### src/design/q2aa_pkg.sv
// ----------------------------------------------------------------------------
// q2aa_pkg: shared types and constants for the quaternion to axis-angle block
// Holds the beat structs, the pipeline carry structs and the CORDIC
// arctangent table.
// ----------------------------------------------------------------------------
package q2aa_pkg;

    localparam int FRAC_BITS  = 14;
    localparam int ROOT_BITS  = FRAC_BITS + 1;          // sqrt result bits
    localparam int QUO_BITS   = FRAC_BITS + 1;          // quotient bits
    localparam int REM_BITS   = 2 * FRAC_BITS + 3;      // sqrt / divide remainder
    localparam int CW         = 34;                     // CORDIC datapath width
    localparam int CSHIFT     = 30 - FRAC_BITS;         // Q.FRAC to Q.30
    localparam logic [15:0] ONE_Q     = 16'(1 << FRAC_BITS);
    localparam logic [17:0] ANGLE_MAX = 18'd51472;
    localparam logic signed [CW-1:0] HALF_PI_Q30 = 34'sd1686629713;

    typedef struct packed {
        logic signed [15:0] quat_w;
        logic signed [15:0] quat_x;
        logic signed [15:0] quat_y;
        logic signed [15:0] quat_z;
    } t_quat;

    typedef struct packed {
        logic signed [15:0] axis_x;
        logic signed [15:0] axis_y;
        logic signed [15:0] axis_z;
        logic [15:0]        rot_angle;
        logic               degenerate;
    } t_result;

    // fields that ride along every cell
    typedef struct packed {
        logic signed [15:0] w;
        logic signed [15:0] qx;
        logic signed [15:0] qy;
        logic signed [15:0] qz;
        logic               deg;
    } t_carry;

    typedef struct packed {
        logic [REM_BITS-1:0]  rem;
        logic [ROOT_BITS-1:0] root;
    } t_sqrt;

    typedef struct packed {
        logic [ROOT_BITS-1:0]            s;
        logic [2:0][REM_BITS-1:0]        rem;
        logic [2:0][QUO_BITS-1:0]        q;
        logic [2:0]                      big;
        logic [2:0]                      neg;
    } t_div;

    typedef struct packed {
        logic signed [CW-1:0] x;
        logic signed [CW-1:0] y;
        logic signed [CW-1:0] z;
        logic [2:0][15:0]     axis;
    } t_cordic;

    // round(atan(2^-i) * 2^30)
    function automatic logic signed [CW-1:0] atan_q30(input int i);
        logic signed [CW-1:0] v;
        v = '0;
        case (i)
            0: v = 34'sd843314857;
            1: v = 34'sd497837829;
            2: v = 34'sd263043837;
            3: v = 34'sd133525159;
            4: v = 34'sd67021687;
            5: v = 34'sd33543516;
            6: v = 34'sd16775851;
            7: v = 34'sd8388437;
            8: v = 34'sd4194283;
            9: v = 34'sd2097149;
            default: begin
                if (i <= 30) v = 34'sd1 <<< (30 - i);
                else         v = '0;
            end
        endcase
        return v;
    endfunction

endpackage

### src/design/q2aa_sqrt_cell.sv
// ----------------------------------------------------------------------------
// q2aa_sqrt_cell: one root bit of the pipelined integer square root
// Tries bit B of the root against the running remainder.
// ----------------------------------------------------------------------------
module q2aa_sqrt_cell
    import q2aa_pkg::*;
#(
    parameter int B = 0
) (
    input  logic   i_clk,
    input  logic   i_rst_n,
    input  logic   i_vld,
    input  t_carry i_carry,
    input  t_sqrt  i_sq,
    output logic   o_vld,
    output t_carry o_carry,
    output t_sqrt  o_sq
);

    logic          r_vld;
    t_carry        r_carry;
    t_sqrt         r_sq, n_sq;
    logic [REM_BITS:0] cost;

    always_comb begin
        // (root + 2^B)^2 - root^2
        cost = ((REM_BITS+1)'(i_sq.root) << (B + 1)) + ((REM_BITS+1)'(1) << (2 * B));
        n_sq = i_sq;
        if ({1'b0, i_sq.rem} >= cost) begin
            n_sq.rem  = REM_BITS'({1'b0, i_sq.rem} - cost);
            n_sq.root = i_sq.root | (ROOT_BITS'(1) << B);
        end
    end

    always_ff @(posedge i_clk) begin
        if (!i_rst_n) r_vld <= 1'b0;
        else          r_vld <= i_vld;
        r_carry <= i_carry;
        r_sq    <= n_sq;
    end

    assign o_vld   = r_vld;
    assign o_carry = r_carry;
    assign o_sq    = r_sq;

endmodule

### config.mk
export PLATFORM = sky130hd
export DESIGN_NAME = q2aa_sqrt_cell
export DESIGN_NICKNAME = d
export VERILOG_FILES = /design/src/design/q2aa_pkg.sv /design/src/design/q2aa_sqrt_cell.sv
export SDC_FILE = /design/constraint.sdc
export NUM_CORES = 1
export LEC_CHECK = 0
export BUFFER_PORTS_ARGS = -buffer_cell sky130_fd_sc_hd__buf_2
export CORE_ASPECT_RATIO = 1.5
export CORE_MARGIN = 2
export CORE_UTILIZATION = 45
export DETAILED_ROUTE_END_ITERATION = 8
export GPL_ROUTABILITY_DRIVEN = 0
export PLACE_DENSITY_LB_ADDON = 0.1
export SLEW_MARGIN = 25
export SYNTH_ARGS = -nofsm -noshare
export SYNTH_HDL_FRONTEND = slang
export SYNTH_SLANG_ARGS = --single-unit
### constraint.sdc
create_clock -name i_clk -period 5.1 [get_ports i_clk]
set_input_delay 1.275 -clock i_clk [delete_from_list [all_inputs] [get_ports i_clk]]
set_output_delay 1.275 -clock i_clk [all_outputs]
set_load 0.02 [all_outputs]
Word-level counts from Yosys, hierarchy flattened --
Cells that the tools add are included.
Storage, ports and cells: output and inout port bits 112, input bits 114, register bits after elaboration 112, logic and storage cells 13
Operators by class: muxes and demuxes 1, $lt $le $gt $ge 1, add/sub/neg operators 2
Operators by type and width (number):
- two-way mux 46 bit | 1
- >= comparator 31 x 17 -> 1 bit | 1
- subtractor 31 x 17 -> 31 bit | 1
- adder 16 x 1 -> 17 bit, second input constant | 1

Longest topological paths before layout --
depth after elaboration 3, gate-level depth with buffers 12, gate-level depth less buffers 9

Least setup slack after synthesis --
OpenSTA, ideal clock, no wires.
path kind input-to-reg, start point input port i_sq[0] in the netlist's numbering, end point register r_sq, in the netlist o_sq[39], stages on the path 9, path buffers 0, arrival 3.350 ns, required time 4.982 ns, setup slack 1.631 ns, cells stage by stage inv_1 > fa_1 > a21oi_1 > o21bai_1 > a21oi_1 > o311ai_0 > or4_1 > or3_1 > xnor2_1
RTL lines:
- start, declared | RTL line q2aa_sqrt_cell.sv:14 | input t_sqrt i_sq,
- end signal, assigned | RTL line q2aa_sqrt_cell.sv:39 | r_sq <= n_sq;
- end, declared | RTL line q2aa_sqrt_cell.sv:22 | t_sqrt r_sq, n_sq;

==> run summary <==
status: complete, no violations
CTS tree: yes
critical path arrival: 3.96 ns
WHS Endpoint: o_carry[38]$_DFF_P_
dpl ws: 0.978 ns
Resized cells post-CTS: 0
sequential area share after synthesis: 0.590
mapped cell area: 3800 µm²
Reg power frac: 0.479
most frequent cells in the layout: buf_2, dfxtp_1, nand2_1, o21ai_0, inv_1
CTS sink cnt: 112
diode count: 0
Final Cycle Share: 0.730
number of port buffers: 225
# IOs: 226
routed wire length per instance: 14.6 µm
Layout Cell Area excl Fill: 5300 µm²
crit start category: input port
CTS root buf: clkbuf_16
combinational share of power: 0.177
met2 Usage GRT: 0.387
worst slew pin tran: 0.671 ns
TritonCTS buffer count: 9
Cell Area, Placed: 5000 µm²
Net Count, Synth: 480
Sw Ratio: 0.277
vias in the first global route: 3169
Yosys Warn Count: 0
Core ar.: 8310 µm²
H-tree depth: 3
RSZ-0062 raised after global routing: false
CP Capture Type: flop
Max-cap violations: 0
Synth Flop Type: dfxtp_1
fraction of layout cells with a size suffix above 1: 0.432
Final HPWL DP: 8.07 mm
initial antenna violation count: 0
critical path class: input port to flop
Chip Height: 117 µm
Setup TNS: 0 ns
Detail Route Antenna Nets: 0
chip width: 79.0 µm
Tmin final: 3.72 ns
Post-CTS Setup Repair Bufs: 0
Worst VDD drop: 0.000237 V
Min-Delay Path Depth: 1
EDFF count, synth: 0
Total Wirelength: 9.99 mm
Pint: 1450 µW
Psw: 555 µW
met3 GRT Util: 0.0680
Critical Path RT: 5.34 ns
area delta synth->final: 39.6%
FF+latch count, synth: 112
initial core utilization: 0.457
commonest non-fill, non-tap cell in the layout: buf_2
Total Nets Final: 705
post-route DRC violation count: 0
worst setup margin: 1.38 ns
critical path peak fanout: 25
LEAKAGE: 0.00258 µW
Slew Viols, Final: 0
mean area per synthesized cell: 10.9 µm²
Iter 0 DRT Violations: 100
ranking of synthesized cells by area: dfxtp_1, ha_1, xor2_1, nand2_1, o21ai_0
area leader, netlist: dfxtp_1
# hold bufs at CTS: 0
Congestion Overflow GR: 0
final-report hold violation count: 0
Rel. slew slack: 0.547
type of the worst min-delay path: input port to flop
Top Usage Layer GRT: met2
Synth cell types: 56
clk slew on worst S/H paths: 0.07 ns
largest net degree at the start of global routing: 26
Min Hold Slack: 1.03 ns
post-DR vias/cell: 4.78
# rows: 41
ys async rst share: 0
Post-Synthesis Cells: 349
First-pass DRT Iterations: 4
Longest Clk Path Bufs: 2
power per cell area: 377 nW/µm²
Fmax: 269 MHz
clock network power share: 0.344
Die Area: 9210 µm²
met1 Use GR: 0.216
first-pass GRT wire length: 14.9 mm
final setup vio count: 0
Hold Startpoint: i_carry[38]
routed vias: 3282
All-Layer GR Usage: 0.210
post-layout util: 0.638
Synth top area share: 0.590
[synthesized netlist by cell type (2+ instances only)]
master	number
xor2_1	15
and2_1	2
o211ai_1	2
o21ai_0	21
xnor2_1	12
or4_1	4
dfxtp_1	112
nor4b_1	6
nor4_1	2
a21oi_1	17
buf_2	8
nand3b_1	2
o21bai_1	2
nand4_1	4
nor2_1	19
or3_1	3
clkbuf_1	2
a22oi_1	2
nor3_1	3
ha_1	16
nand3_1	7
nand4bb_1	3
a31oi_1	3
nor4bb_1	2
nand2_1	30
inv_1	19
a21o_1	2
[per-layer routing]
layer	share of wire	routed length [µm]
met5	0	0
met4	0.027	268
met3	0.079	787
met2	0.52	5170
met1	0.38	3760
[cell type report]
type	instances	area, µm²
clock buffer	11	253
clock inverter	5	47.5
fill	734	3010
inverter	19	71.3
multi-input combinational	206	1420
sequential	112	2240
tap	107	134
timing repair buffer	226	1130
[worst max-delay path, cell delays in order]
cell and delay (ns):
buf_2 0.09, inv_1 0.04, ha_1 0.36, a21oi_1 0.28, o22ai_1 0.13, nor2_1 0.29, o311ai_1 0.19, nor2_2 0.55
buf_4 0.38, mux2_2 0.36
[through the flow]
| stage | total power [µW] | instances |
|---|---|---|
| 2_1_floorplan | 1190 | 349 |
| 3_3_place_gp | 1330 | 670 |
| 3_5_place_dp | 1330 | 670 |
| 4_1_cts | 2020 | 686 |
| 5_1_grt | 2080 | 686 |
| 6_report | 2000 | 686 |
[how the worst max path moves through the flow]
stage,from,endpoint,slack (ns),cells after the start
after floorplan,i_sq[0],o_sq[39]$_DFF_P_,1.63,9
after global placement,i_sq[3],o_sq[16]$_DFF_P_,1.08,10
after detailed placement,i_sq[3],o_sq[16]$_DFF_P_,0.98,10
after CTS,i_sq[3],o_sq[16]$_DFF_P_,1.36,10
after global routing,i_sq[3],o_sq[16]$_DFF_P_,1.13,10
final,i_sq[3],o_sq[16]$_DFF_P_,1.38,10
[state kept, by name (all words and copies together), names as in the netlist]
name and count:
o_vld 1, o_sq 46, o_carry 65
[logic make-up after synthesis]
group                      synth area share
AOI/OAI and AO/OA                    0.0991
xor gates and xnor gates             0.0623
adders and majority gates            0.0580
buffers and inverters                0.0362
DFF                                   0.590
muxes                               0.00296
and+or+nand+nor                       0.151
[power groups by stage]
| stage | clock, µW | combinational, µW | sequential [µW] |
|---|---|---|---|
| after global placement | 0 | 351 | 978 |
| after floorplan | 0 | 116 | 1070 |
| after global routing | 735 | 386 | 964 |
| final | 688 | 355 | 958 |
| after detailed placement | 0 | 355 | 978 |
| after CTS | 704 | 358 | 958 |
No activity file was read; power rests on OpenSTA's default activity.
