$ cat config.mk
export PLATFORM = sky130hd
export DESIGN_NAME = q2aa_cordic_cell
export DESIGN_NICKNAME = d
export VERILOG_FILES = /design/src/design/q2aa_pkg.sv /design/src/design/q2aa_cordic_cell.sv
export SDC_FILE = /design/constraint.sdc
export NUM_CORES = 1
export LEC_CHECK = 0
export BUFFER_PORTS_ARGS = -buffer_cell sky130_fd_sc_hd__buf_2
export CAP_MARGIN = 25
export CORE_UTILIZATION = 35
export CTS_CLUSTER_DIAMETER = 60
export CTS_CLUSTER_SIZE = 8
export DETAILED_ROUTE_END_ITERATION = 16
export PLACE_DENSITY_LB_ADDON = 0.05
export SETUP_SLACK_MARGIN = 0.05
export SYNTH_ARGS = -nofsm -noshare
export SYNTH_HDL_FRONTEND = slang
export SYNTH_SLANG_ARGS = --single-unit
$ cat constraint.sdc
create_clock -name i_clk -period 6.4 [get_ports i_clk]
set_clock_uncertainty 0.15 [all_clocks]
set_input_delay 0.96 -clock i_clk [delete_from_list [all_inputs] [get_ports i_clk]]
set_output_delay 0.96 -clock i_clk [all_outputs]
set_load 0.02 [all_outputs]
$ cat src/design/q2aa_pkg.sv
// ----------------------------------------------------------------------------
// q2aa_pkg: shared types and constants for the quaternion to axis-angle block
// Holds the beat structs, the pipeline carry structs and the CORDIC
// arctangent table.
// ----------------------------------------------------------------------------
package q2aa_pkg;

    localparam int FRAC_BITS  = 14;
    localparam int ROOT_BITS  = FRAC_BITS + 1;          // sqrt result bits
    localparam int QUO_BITS   = FRAC_BITS + 1;          // quotient bits
    localparam int REM_BITS   = 2 * FRAC_BITS + 3;      // sqrt / divide remainder
    localparam int CW         = 34;                     // CORDIC datapath width
    localparam int CSHIFT     = 30 - FRAC_BITS;         // Q.FRAC to Q.30
    localparam logic [15:0] ONE_Q     = 16'(1 << FRAC_BITS);
    localparam logic [17:0] ANGLE_MAX = 18'd51472;
    localparam logic signed [CW-1:0] HALF_PI_Q30 = 34'sd1686629713;

    typedef struct packed {
        logic signed [15:0] quat_w;
        logic signed [15:0] quat_x;
        logic signed [15:0] quat_y;
        logic signed [15:0] quat_z;
    } t_quat;

    typedef struct packed {
        logic signed [15:0] axis_x;
        logic signed [15:0] axis_y;
        logic signed [15:0] axis_z;
        logic [15:0]        rot_angle;
        logic               degenerate;
    } t_result;

    // fields that ride along every cell
    typedef struct packed {
        logic signed [15:0] w;
        logic signed [15:0] qx;
        logic signed [15:0] qy;
        logic signed [15:0] qz;
        logic               deg;
    } t_carry;

    typedef struct packed {
        logic [REM_BITS-1:0]  rem;
        logic [ROOT_BITS-1:0] root;
    } t_sqrt;

    typedef struct packed {
        logic [ROOT_BITS-1:0]            s;
        logic [2:0][REM_BITS-1:0]        rem;
        logic [2:0][QUO_BITS-1:0]        q;
        logic [2:0]                      big;
        logic [2:0]                      neg;
    } t_div;

    typedef struct packed {
        logic signed [CW-1:0] x;
        logic signed [CW-1:0] y;
        logic signed [CW-1:0] z;
        logic [2:0][15:0]     axis;
    } t_cordic;

    // round(atan(2^-i) * 2^30)
    function automatic logic signed [CW-1:0] atan_q30(input int i);
        logic signed [CW-1:0] v;
        v = '0;
        case (i)
            0: v = 34'sd843314857;
            1: v = 34'sd497837829;
            2: v = 34'sd263043837;
            3: v = 34'sd133525159;
            4: v = 34'sd67021687;
            5: v = 34'sd33543516;
            6: v = 34'sd16775851;
            7: v = 34'sd8388437;
            8: v = 34'sd4194283;
            9: v = 34'sd2097149;
            default: begin
                if (i <= 30) v = 34'sd1 <<< (30 - i);
                else         v = '0;
            end
        endcase
        return v;
    endfunction

endpackage

$ cat src/design/q2aa_cordic_cell.sv
// ----------------------------------------------------------------------------
// q2aa_cordic_cell: one vectoring-mode CORDIC rotation
// Drives y toward zero and accumulates the angle in z.
// ----------------------------------------------------------------------------
module q2aa_cordic_cell
    import q2aa_pkg::*;
#(
    parameter int I = 0
) (
    input  logic    i_clk,
    input  logic    i_rst_n,
    input  logic    i_vld,
    input  t_carry  i_carry,
    input  t_cordic i_cr,
    output logic    o_vld,
    output t_carry  o_carry,
    output t_cordic o_cr
);

    localparam logic signed [CW-1:0] ATAN = atan_q30(I);

    logic    r_vld;
    t_carry  r_carry;
    t_cordic r_cr, n_cr;

    always_comb begin
        n_cr = i_cr;
        if (i_cr.y >= 0) begin
            n_cr.x = i_cr.x + (i_cr.y >>> I);
            n_cr.y = i_cr.y - (i_cr.x >>> I);
            n_cr.z = i_cr.z + ATAN;
        end else begin
            n_cr.x = i_cr.x - (i_cr.y >>> I);
            n_cr.y = i_cr.y + (i_cr.x >>> I);
            n_cr.z = i_cr.z - ATAN;
        end
    end

    always_ff @(posedge i_clk) begin
        if (!i_rst_n) r_vld <= 1'b0;
        else          r_vld <= i_vld;
        r_carry <= i_carry;
        r_cr    <= n_cr;
    end

    assign o_vld   = r_vld;
    assign o_carry = r_carry;
    assign o_cr    = r_cr;

endmodule

* After elaboration in Yosys (flattened, before gate mapping)
Index checks and enable logic that the tools add are counted.
Storage, ports and cells: register bits 216, bits of input ports 218, output and inout bits 216, logic and storage cells 19
Cells by class: $add $sub $neg 5, $lt $le $gt $ge 1, multiplexer cells 1
Operator list (number):
- 102-bit 2-to-1 mux | 1
- 34-bit subtractor | 2
- 34-bit by 31-bit adder with 34-bit output, second input constant | 1
- 34-bit adder | 1
- 34-bit by 1-bit >= comparator with 1-bit output, second input constant | 1
- 34-bit by 31-bit subtractor with 34-bit output, second input constant | 1

* Depth between registers and ports, before layout
depth in word-level cells 2, gate-level depth with buffers 19, mapped depth without buffers 12

* Worst setup path before layout
Ideal clock, no wire load.
path type input to register, start input i_cr[115] (netlist name), end register r_cr (netlist bit o_cr[78]), library setup time 117 ps, arrival time 4533 ps, required time 6133 ps, slack 1600 ps, cell stages on the path 16, path buffers 5, path through buf_6 > inv_2 > clkbuf_1 > clkbuf_1 > buf_1 > ha_1 > clkbuf_1 > inv_1 > a211oi_2 > o211ai_2 > a21oi_2 > nor3_1 > o22a_1 > or3_1 > a2111o_1 > xor2_1
RTL lines:
- start, declared | RTL line q2aa_cordic_cell.sv:14 | input t_cordic i_cr,
- end signal, assigned | RTL line q2aa_cordic_cell.sv:43 | r_cr <= n_cr;
- end, declared | RTL line q2aa_cordic_cell.sv:24 | t_cordic r_cr, n_cr;

==> flow_summary_export.csv <==
group,metric,value,unit
outcome,status,"complete, no violations",
layout,areaGrowthSynthToFinish,28.06,%
layout,final_cells,2358,
die,core_region_area,0.03480,mm^2
global_routing,grt_pass1_wl,63850,um
layout,antennaDiodeCount,0,
clock_tree,clk_pin_slew,0.05,ns
global_routing,grtUsageTotal,22.46,%
place,dp.final_hpwl,33450,um
synthesis,synthArstFlopShare,0,%
critical_path,critical_path_arrival,4.33,ns
place,port_buffers,433,
critical_path,worst-path-max-fanout,18,
routing,wirelength,42200,um
timing,report.final.slew_viol_count,0,
timing,worst_pin_slew,0.8982,ns
die,die_w,190.6,um
critical_path,cp-end-kind,"flip-flop",
synthesis,synth_flop_cell,"dfxtp_1",
global_routing,antenna_found_initial,0,
die,die_y,190.6,um
critical_path,startpoint_type,"input pin",
clock_tree,cts_tree,"done",
synthesis,synth_area_leaders,"dfxtp_1 (35%), ha_1 (11%), a21oi_1 (6.6%)",
clock_tree,htreeDepth,2,
clock_tree,post-cts-setup-buffers,0,
timing,period_share,63.00,%
clock_tree,cts_buffers,35,
critical_path,path_class,"in2reg",
synthesis,synth.cell_area,0.01245,mm^2
routing,drc,0,
routing,drt-wirelength-per-cell,17.90,um
synthesis,yosysMostFrequentCell,"dfxtp_1",
die,row_count,68,
pwr,p_leak,0.007527,uW
synthesis,synth_top_area_share,34.58,%
run,max_cap_violations,0,
critical_path,crit_required,6.70,ns
routing,drt-initial-drc-count,913,
clock_tree,cts_sinks,215,
synthesis,synth_edf_count,0,
die,io_pins,434,
routing,ant_nets,0,
global_routing,grt_pass1_vias,11490,
synthesis,yosysTopAreaCell,"dfxtp_1",
synthesis,syn_inst,1495,
layout,regArea,0.004304,mm^2
die,design.die.area,0.03632,mm^2
pwr,powerDensity,292.6,mW/mm^2
place,place_inst,2310,
layout,fillCellCount,3537,
layout,multiInputGateArea,0.007336,mm^2
routing,dr.pass1.iters,7,
clock_tree,cts_resized,0,
routing,vias,12130,
layout,nets,2227,
timing,fin_setup_tns,0,ns
timing,rsz0062_at_grt,"false",
synthesis,avgSynthCellArea,8.325,um^2
worst_hold_path,worstHoldPathType,"in2reg",
die,initial_core_util,35.77,%
place,routabilityCongestion,0.9274,
synthesis,yosys_warnings,0,
timing,clock.fmax,248.0,MHz
global_routing,grt_max_degree,71,
global_routing,grt_overflow_total,0,
synthesis,syn_nets,1830,
synthesis,ys_top_cells_by_count,"dfxtp_1 (215), a21oi_1 (163), nor2_1 (118), inv_1 (116), ha_1 (114)",
pwr,vdd_drop_max,0.3220,mV
clock_tree,clk_path_buf_depth,3,
layout,final_util,45.80,%
layout,drive_gt1_share,26.75,%
timing,finalHoldViolCount,0,
timing,setup-violations-final,0,
timing,relSlewSlack,39.57,%
timing,period_needed,4.032,ns
clock_tree,cts_hold_buf,0,
synthesis,ys_ff_latch,215,
timing,fin_hold_ws,0.3783,ns
clock_tree,cts_root_buf,"clkbuf_16",
routing,viasPerCell,5.144,
synthesis,synth_seq_area_share,34.58,%
synthesis,yosysUniqueCellTypes,80,
==> cell type report <==
type                       count  area share (%)
clock buffer                  42           5.849
tap                          455           3.572
multi-input combinational   1079           46.03
sequential                   215           27.01
clock inverter                 6          0.8008
timing repair buffer         438           13.85
inverter                     123           2.897
==> through the flow <==
step,power (uW),cell area (um^2),setup slack (ns)
floorplan,2456,12450,1.600
global placement,2942,14880,1.861
detailed placement,2938,14880,1.873
CTS,4727,15940,2.412
global route,4905,15940,2.244
finish,4663,15940,2.368
==> power breakdown <==
group,internal [uW],total [uW],switching [uW],leakage [uW]
clock,1130,1750,612,0.000518
combinational,472,1340,871,0.00520
sequential,1530,1570,46.2,0.00181
total,3130,4660,1530,0.00753
==> sequential cells by signal (all words and copies together), names as in the netlist <==
| register | flops |
|---|---|
| o_cr | 149 |
| o_vld | 1 |
| o_carry | 65 |
==> cells in the final DEF (no fill, tap or decap), drive strengths merged, types with 8 or more instances in the layout <==
cell type / n
buf: 438
a211oi: 11
a21boi: 8
o211ai: 20
nor3: 30
nor2: 118
o21bai: 29
a21o: 18
a31oi: 16
o21a: 11
nand2b: 13
nand4: 14
inv: 122
nand2: 88
clkbuf: 42
nor4: 10
o21ai: 109
o2111ai: 9
or3: 10
dfxtp: 215
o31ai: 15
mux2i: 21
xnor2: 84
and2: 8
nand3: 26
nor2b: 23
ha: 114
a21oi: 165
xor2: 20
==> worst paths after layout <==
check / start / end / slack (ns) / cells after the start
worst max-delay path: i_cr[100] / o_cr[147]$_DFF_P_ / 2.37 / 10
worst min-delay path: i_cr[20] / o_cr[20]$_DFF_P_ / 0.38 / 1
==> worst max-delay path, stage by stage <==
cell and delay [ns]:
buf_2 0.10, inv_1 0.04, ha_1 0.54, or4_1 0.68
nor4_1 0.47, o211ai_1 0.27, nand3_1 0.37, a41oi_1 0.33
a311oi_1 0.40, xnor2_1 0.16
==> per-layer routing <==
metal	global-route usage (%)	vias to the layer above	part of all wire, %
met2	38.03	498	48
met5	0	-	0
met3	4.122	78	6.4
met4	7.231	0	2.8
met1	28.62	5562	43
li1	-	5992	-
==> cell families (layout without fill, tap and decap cells) <==
group	after synthesis	after routing	share of synthesized area, %
compound gates	464	464	23.41
xor+xnor	104	104	7.319
fa+ha+maj	119	119	12.10
buf+inv	201	609	6.474
flops	215	215	34.58
mux	23	23	1.870
simple gates	369	369	14.24
No activity file was read; power rests on OpenSTA's default activity.
