===== src/design/q2aa_pkg.sv =====
// ----------------------------------------------------------------------------
// q2aa_pkg: shared types and constants for the quaternion to axis-angle block
// Holds the beat structs, the pipeline carry structs and the CORDIC
// arctangent table.
// ----------------------------------------------------------------------------
package q2aa_pkg;

    localparam int FRAC_BITS  = 14;
    localparam int ROOT_BITS  = FRAC_BITS + 1;          // sqrt result bits
    localparam int QUO_BITS   = FRAC_BITS + 1;          // quotient bits
    localparam int REM_BITS   = 2 * FRAC_BITS + 3;      // sqrt / divide remainder
    localparam int CW         = 34;                     // CORDIC datapath width
    localparam int CSHIFT     = 30 - FRAC_BITS;         // Q.FRAC to Q.30
    localparam logic [15:0] ONE_Q     = 16'(1 << FRAC_BITS);
    localparam logic [17:0] ANGLE_MAX = 18'd51472;
    localparam logic signed [CW-1:0] HALF_PI_Q30 = 34'sd1686629713;

    typedef struct packed {
        logic signed [15:0] quat_w;
        logic signed [15:0] quat_x;
        logic signed [15:0] quat_y;
        logic signed [15:0] quat_z;
    } t_quat;

    typedef struct packed {
        logic signed [15:0] axis_x;
        logic signed [15:0] axis_y;
        logic signed [15:0] axis_z;
        logic [15:0]        rot_angle;
        logic               degenerate;
    } t_result;

    // fields that ride along every cell
    typedef struct packed {
        logic signed [15:0] w;
        logic signed [15:0] qx;
        logic signed [15:0] qy;
        logic signed [15:0] qz;
        logic               deg;
    } t_carry;

    typedef struct packed {
        logic [REM_BITS-1:0]  rem;
        logic [ROOT_BITS-1:0] root;
    } t_sqrt;

    typedef struct packed {
        logic [ROOT_BITS-1:0]            s;
        logic [2:0][REM_BITS-1:0]        rem;
        logic [2:0][QUO_BITS-1:0]        q;
        logic [2:0]                      big;
        logic [2:0]                      neg;
    } t_div;

    typedef struct packed {
        logic signed [CW-1:0] x;
        logic signed [CW-1:0] y;
        logic signed [CW-1:0] z;
        logic [2:0][15:0]     axis;
    } t_cordic;

    // round(atan(2^-i) * 2^30)
    function automatic logic signed [CW-1:0] atan_q30(input int i);
        logic signed [CW-1:0] v;
        v = '0;
        case (i)
            0: v = 34'sd843314857;
            1: v = 34'sd497837829;
            2: v = 34'sd263043837;
            3: v = 34'sd133525159;
            4: v = 34'sd67021687;
            5: v = 34'sd33543516;
            6: v = 34'sd16775851;
            7: v = 34'sd8388437;
            8: v = 34'sd4194283;
            9: v = 34'sd2097149;
            default: begin
                if (i <= 30) v = 34'sd1 <<< (30 - i);
                else         v = '0;
            end
        endcase
        return v;
    endfunction

endpackage


===== src/design/q2aa_div_cell.sv =====
// ----------------------------------------------------------------------------
// q2aa_div_cell: one quotient bit for the three axis dividers
// Subtracts s shifted by B where the remainder allows.
// ----------------------------------------------------------------------------
module q2aa_div_cell
    import q2aa_pkg::*;
#(
    parameter int B = 0
) (
    input  logic   i_clk,
    input  logic   i_rst_n,
    input  logic   i_vld,
    input  t_carry i_carry,
    input  t_div   i_dv,
    output logic   o_vld,
    output t_carry o_carry,
    output t_div   o_dv
);

    logic                r_vld;
    t_carry              r_carry;
    t_div                r_dv, n_dv;
    logic [REM_BITS-1:0] sub;

    always_comb begin
        sub  = REM_BITS'(i_dv.s) << B;
        n_dv = i_dv;
        for (int l = 0; l < 3; l++) begin
            if (i_dv.rem[l] >= sub) begin
                n_dv.rem[l] = i_dv.rem[l] - sub;
                n_dv.q[l]   = i_dv.q[l] | (QUO_BITS'(1) << B);
            end
        end
    end

    always_ff @(posedge i_clk) begin
        if (!i_rst_n) r_vld <= 1'b0;
        else          r_vld <= i_vld;
        r_carry <= i_carry;
        r_dv    <= n_dv;
    end

    assign o_vld   = r_vld;
    assign o_carry = r_carry;
    assign o_dv    = r_dv;

endmodule


===== config.mk =====
export PLATFORM = sky130hd
export DESIGN_NAME = q2aa_div_cell
export DESIGN_NICKNAME = d
export VERILOG_FILES = /design/src/design/q2aa_pkg.sv /design/src/design/q2aa_div_cell.sv
export SDC_FILE = /design/constraint.sdc
export NUM_CORES = 1
export LEC_CHECK = 0
export BUFFER_PORTS_ARGS = -buffer_cell sky130_fd_sc_hd__buf_2
export CORE_AREA = 10 10 167 169
export DETAILED_ROUTE_END_ITERATION = 10
export DIE_AREA = 0 0 177 179
export PLACE_DENSITY = 0.75
export RECOVER_POWER = 25
export SYNTH_ARGS = -nofsm -noshare
export SYNTH_HDL_FRONTEND = slang
export SYNTH_SLANG_ARGS = --single-unit

===== constraint.sdc =====
create_clock -name i_clk -period 4.1 [get_ports i_clk]
set_input_delay 0.82 -clock i_clk [delete_from_list [all_inputs] [get_ports i_clk]]
set_output_delay 0.82 -clock i_clk [all_outputs]
set_load 0.01 [all_outputs]

== Word-level counts from Yosys, hierarchy flattened ==
Cells that the tools add are included.

* Memories: 0
* Bits in writable memories: 0
* Input port bits: 227
* Bits in registers: 225
* Output and inout port bits: 225
* Bits in read-only memories: 0
* Latch bits: 0
* Word-level logic and storage cells: 27

* Mux-type cells: 3
* $mul: 0
* Add/sub/neg operators: 3
* Div/mod/pow operators: 0
* Reduce and logical (&&, ||, !) cells: 0
* Bitwise operators: 0
* Shift operators: 0
* Equality and inequality tests: 0
* Magnitude comparators: 3

{| class="wikitable"
|+ Operators with widths
! operator !! count
|-
| 31-bit by 15-bit >= comparator with 1-bit output || 3
|-
| 31-bit 2-to-1 mux || 3
|-
| 31-bit by 15-bit subtractor with 31-bit output || 3
|}

== Depth between registers and ports, before layout ==
Gate-level depths: netlist of run 1.

* Depth in word-level cells: 2
* Mapped depth: 13
* Depth with buffers taken out: 11

== Worst setup path after synthesis of run 1 ==
Ideal clock, no wire load.

* Kind: input to register
* Start: input i_dv[157] (netlist bit)
* End: register r_dv (netlist bit o_dv[143])
* Arrival: 3012 ps
* Library setup time: 125 ps
* Path buffers: 3
* Slack: 963 ps
* Data required time: 3975 ps
* Stages on the path: 13
* Cells stage by stage: inv_1 > ha_1 > buf_2 > nand3_2 > nor4_4 > o211ai_1 > and4_1 > clkbuf_2 > or4b_1 > buf_2 > nor3_2 > o311ai_1 > xnor2_1

{| class="wikitable"
|+ RTL lines
! what !! line !! RTL
|-
| start: declaration || q2aa_div_cell.sv:14 || <nowiki>input t_div i_dv,</nowiki>
|-
| end signal: assignment || q2aa_div_cell.sv:40 || <nowiki>r_dv <= n_dv;</nowiki>
|-
| end: declaration || q2aa_div_cell.sv:22 || <nowiki>t_div r_dv, n_dv;</nowiki>
|}

==> impl_metrics.json, run 1 <==
{
  "status": "finished, final reports clean",
  "relSlewSlack_pct": 53.9,
  "vias": 8097,
  "drive_gt1_share_pct": 39.4,
  "fp.dieW_um": 177,
  "synth.top_cell.area_share_pct": 51.9,
  "grt_antenna_before_repair": 5,
  "ys_warn_count": 0,
  "gp_congestion": 0.916,
  "cts.clk_slew.worst_paths_ps": 70,
  "worstPathMaxFanout": 6,
  "clock-sinks": 225,
  "ctsResizeCount": 0,
  "fp.dieH_um": 179,
  "drv_cap": 0,
  "synth_ff_type": "dfxtp_1",
  "die_area_um2": 31700,
  "p_leak_nw": 5.79,
  "wl_um": 34700,
  "synth-simple-area-share_pct": 16.8,
  "power.density_nw_per_um2": 478,
  "start_kind": "primary input",
  "fin_crit_sh_pct": 76.7,
  "hold_path.class": "primary input to flop",
  "nNetsFinal": 1596,
  "cp-end-kind": "flop",
  "tns_ps": 0,
  "synth_edf_count": 0,
  "critPathKind": "primary input to flop",
  "arrival_ps": 3540,
  "synth.cells.most_frequent": "dfxtp_1 (225), nand2_1 (71), nor2_1 (53)",
  "ioPinCount": 452,
  "synth_cells": 859,
  "worstMarginPinSlew_ps": 684,
  "yosysMostFrequentCell": "dfxtp_1",
  "cts_buffers": 25,
  "setup_viol": 0,
  "clockBufferDepth": 3,
  "yosys.area_share.xor_xnor_pct": 7.87,
  "grt_max_degree": 31,
  "synth_top_cell_by_area": "dfxtp_1",
  "first_pass_iters": 5,
  "final-hold-violation-count": 0,
  "fp-row-count": 58,
  "htreeDepth": 1,
  "synthToLayoutAreaGrowth_pct": 40.1,
  "synth_mux_area_share_pct": 1.02,
  "cp_data_required_time_ps": 4500,
  "synth_fp_nets": 1134,
  "post_cts_buffers": 0,
  "drt_iter0_drc": 484,
  "ys_ff_latch": 225,
  "rsz0062_at_grt": "no",
  "grt_pass1_wl_um": 50400,
  "grt_usage_pct": 20.5,
  "wire_per_inst_um": 20.8,
  "hpwl_um": 29100,
  "core_area_um2": 24700,
  "fmax_ghz": 0.318,
  "ys_seq_area_share_pct": 51.9,
  "ant_nets": 0,
  "routed_via_density": 4.85,
  "root_buffer": "clkbuf_16",
  "cts_hold_buf": 0,
  "gr-total-overflow": 0,
  "ys_types": 72,
  "synthTopCellsByArea": "dfxtp_1 (52%), ha_1 (6.5%), xor2_1 (5.2%), nand2_1 (3.1%), a21oi_1 (2.7%)",
  "numPortBuffers": 451,
  "syn_area_um2": 8680,
  "synth-compound-area-share_pct": 12.4,
  "drv_slew": 0,
  "start_util_pct": 35.1,
  "whs_ps": 384,
  "fin_crit_ps": 3140,
  "cts_tree": "built",
  "syn-mean-instance-area_um2": 10.1,
  "synth_top_family_by_area": "simple AND/OR/NAND/NOR gates",
  "drc": 0,
  "synth-adder-area-share_pct": 7.18,
  "async_flop_share_pct": 0,
  "ir_drop_v": 0.000386,
  "grt_pass1_vias": 8288
}
-- through the flow --
stage / cell area [µm²] / power (mW) / setup WS [ps] / utilization [%] / cells
finish: 12200 / 5.81 / 957 / 49.1 / 1670
global route: 12200 / 6.05 / 723 / 49.1 / 1670
CTS: 12200 / 5.86 / 989 / 49.1 / 1669
detailed placement: 11300 / 3.50 / 440 / 45.6 / 1624
global placement: 11300 / 3.48 / 459 / 45.6 / 1624
floorplan: 8680 / 2.99 / 963 / - / 859
-- cell type report --
cell class | count | area, µm²
clock buffers | 34 | 719
repair buffers | 459 | 2310
diodes | 1 | 2.50
inverters | 30 | 113
well taps | 330 | 413
flip-flops and latches | 225 | 4500
clock inverters | 11 | 159
multi-input cells | 580 | 3930
fillers | 2306 | 12600
-- path summary, 6_finish.rpt --
kind      start        end  cells past startpoint
max   i_dv[146]  o_dv[106]                     11
min    i_dv[28]   o_dv[28]                      1
-- worst max-delay path, cell delays in order --
cell	delay, ps
clkbuf_1	130
inv_1	130
ha_1	360
nor2b_1	170
o31a_1	280
or4_1	410
a21oi_1	280
o21ai_1	140
and2_0	290
nor4_1	430
xor2_1	110
-- registers in the layout (all words and copies together), names as in the netlist --
signal   count
o_dv       159
o_carry     65
o_vld        1
-- power by group --
group	leakage [nW]	switching (mW)	internal, mW
clock network	0.432	0.930	1.43
logic	3.46	0.592	0.419
registers	1.90	0.0549	2.38
total	5.79	1.58	4.23
-- logic make-up (layout without fill, tap and decap cells) --
family	after synthesis	after routing
AO/OA/AOI/OAI	175	175
buffers and inverters	54	534
multiplexers	8	8
adder cells (fa/ha/maj)	48	48
other	0	1
AND/OR/NAND/NOR	271	271
flip-flops	225	225
XOR/XNOR	78	78
-- cells in the final DEF (no fill, tap or decap), drive strengths merged, types with 19 or more instances in the layout --
master  netlist  final
o21ai        56     56
xnor2        26     26
nand2        72     72
buf          13    455
a21o         19     19
nor3         33     33
xor2         52     52
nor4         24     24
clkbuf       11     38
a21oi        47     47
nor2         53     53
ha           45     45
inv          30     32
dfxtp       225    225
-- layer usage --
layer / track usage, % / share of wire, % / vias to the layer above
met5: 0 / 0.18 / -
met4: 4.87 / 1.9 / 8
li1: - / - / 3933
met1: 22.4 / 38 / 3762
met3: 5.81 / 8.0 / 50
met2: 38.3 / 52 / 344
Note: power is estimated with default switching activity, not from simulation.
==> run 2: changes to the inputs <==
Clock period 4.1 ns to 3 ns, I/O delays scaled along.
==> impl_metrics.json, run 2 (synthesis gave the netlist of run 1 again) <==
{
  "status": "finished, final reports clean",
  "ant_nets": 0,
  "stdcell_area_um2": 12800,
  "largest_register_ff_count": 159,
  "clockBufferDepth": 3,
  "arrival_ps": 3110,
  "final-hold-violation-count": 0,
  "cp_data_required_time_ps": 3400,
  "ctsResizeCount": 0,
  "hp-start": "i_dv[28]",
  "tns_ps": 0,
  "cts_buffers": 24,
  "startpoint": "i_dv[156]",
  "core_area_um2": 24700,
  "drv_slew": 0,
  "numPortBuffers": 451,
  "final_cell_mix": "buf_2 (450), dfxtp_1 (225), buf_4 (110)",
  "grt_antenna_before_repair": 4,
  "fp.dieH_um": 179,
  "root_buffer": "clkbuf_16",
  "first_pass_iters": 5,
  "grt_max_degree": 21,
  "fin_crit_sh_pct": 90.5,
  "die_area_um2": 31700,
  "start_kind": "primary input",
  "drt_iter0_drc": 429,
  "cts.clk_slew.worst_paths_ps": 70,
  "grt_pass1_wl_um": 51000,
  "setup_viol": 0,
  "cts_tree": "built",
  "p_leak_nw": 6.26,
  "p_total_mw": 7.83,
  "rsz0062_at_grt": "no",
  "nFillCells": 2314,
  "gr-total-overflow": 0,
  "hold_path.class": "primary input to flop",
  "routed_via_density": 4.74,
  "critPathKind": "primary input to flop",
  "clock-sinks": 225,
  "htreeDepth": 1,
  "ioPinCount": 452,
  "vias": 8387,
  "relSlewSlack_pct": 59.4,
  "drive_gt1_share_pct": 43.9,
  "dpl_cell_area_um2": 12000,
  "wl_um": 35000,
  "drv_cap": 0,
  "gp_congestion": 0.933,
  "cp-end-kind": "flop",
  "drc": 0,
  "synthToLayoutAreaGrowth_pct": 48.1,
  "nNetsFinal": 1697,
  "setup_slack_ps": 284,
  "wire_per_inst_um": 19.8,
  "start_util_pct": 35.1,
  "fin_crit_ps": 2720,
  "fmax_ghz": 0.368,
  "final_common_cell": "buf_2",
  "fp.dieW_um": 177,
  "post_cts_buffers": 0,
  "grt_pass1_vias": 8652,
  "worstMarginPinSlew_ps": 604,
  "fp-row-count": 58,
  "place_ws_ps": -215,
  "hpwl_um": 29600,
  "grt_usage_pct": 20.8,
  "cts_hold_buf": 0,
  "ir_drop_v": 0.000434,
  "power.density_nw_per_um2": 610,
  "worstPathMaxFanout": 6
}
-- run 2: path summary, 6_finish.rpt --
kind	endpoint	cells past startpoint	slack, ps
setup / recovery	o_dv[143]	11	280
hold / removal	o_dv[28]	1	180
-- run 2: final cells by class --
class | instances | area [µm²] | area share [%]
repair buffers | 561 | 3080 | 24.0
clock buffers | 31 | 698 | 5.43
multi-input cells | 580 | 3930 | 30.6
diodes | 2 | 5.00 | 0.0389
clock inverters | 11 | 105 | 0.818
well taps | 330 | 413 | 3.21
flip-flops and latches | 225 | 4500 | 35.1
inverters | 30 | 113 | 0.876
-- run 2: metrics by stage --
step | utilization (%) | instances | hold WS, ps
finish | 51.9 | 1770 | 181
global placement | 48.7 | 1726 | 702
global route | 51.9 | 1769 | 157
CTS | 51.9 | 1768 | 156
floorplan | - | 859 | 628
detailed placement | 48.7 | 1726 | 704
-- run 2: layer usage --
metal	wire length, µm	global-route usage (%)
met1	13600	22.7
met2	17700	37.8
met3	2660	5.71
met4	1080	6.97
met5	21	0
-- run 2: worst max-delay path: stages --
cell and delay [ps]:
buf_2 90, inv_1 120, ha_1 350, nand3_2 150
nor4_4 270, o211ai_1 160, and4_1 250, or4b_1 620
nor3_2 200, o311ai_1 150, xnor2_1 140
-- run 2: power breakdown --
group	internal (mW)	switching [mW]	total [mW]
Combinational	0.691	0.846	1.54
Clock	1.74	1.23	2.97
Sequential	3.26	0.0665	3.32
Total	5.69	2.15	7.83
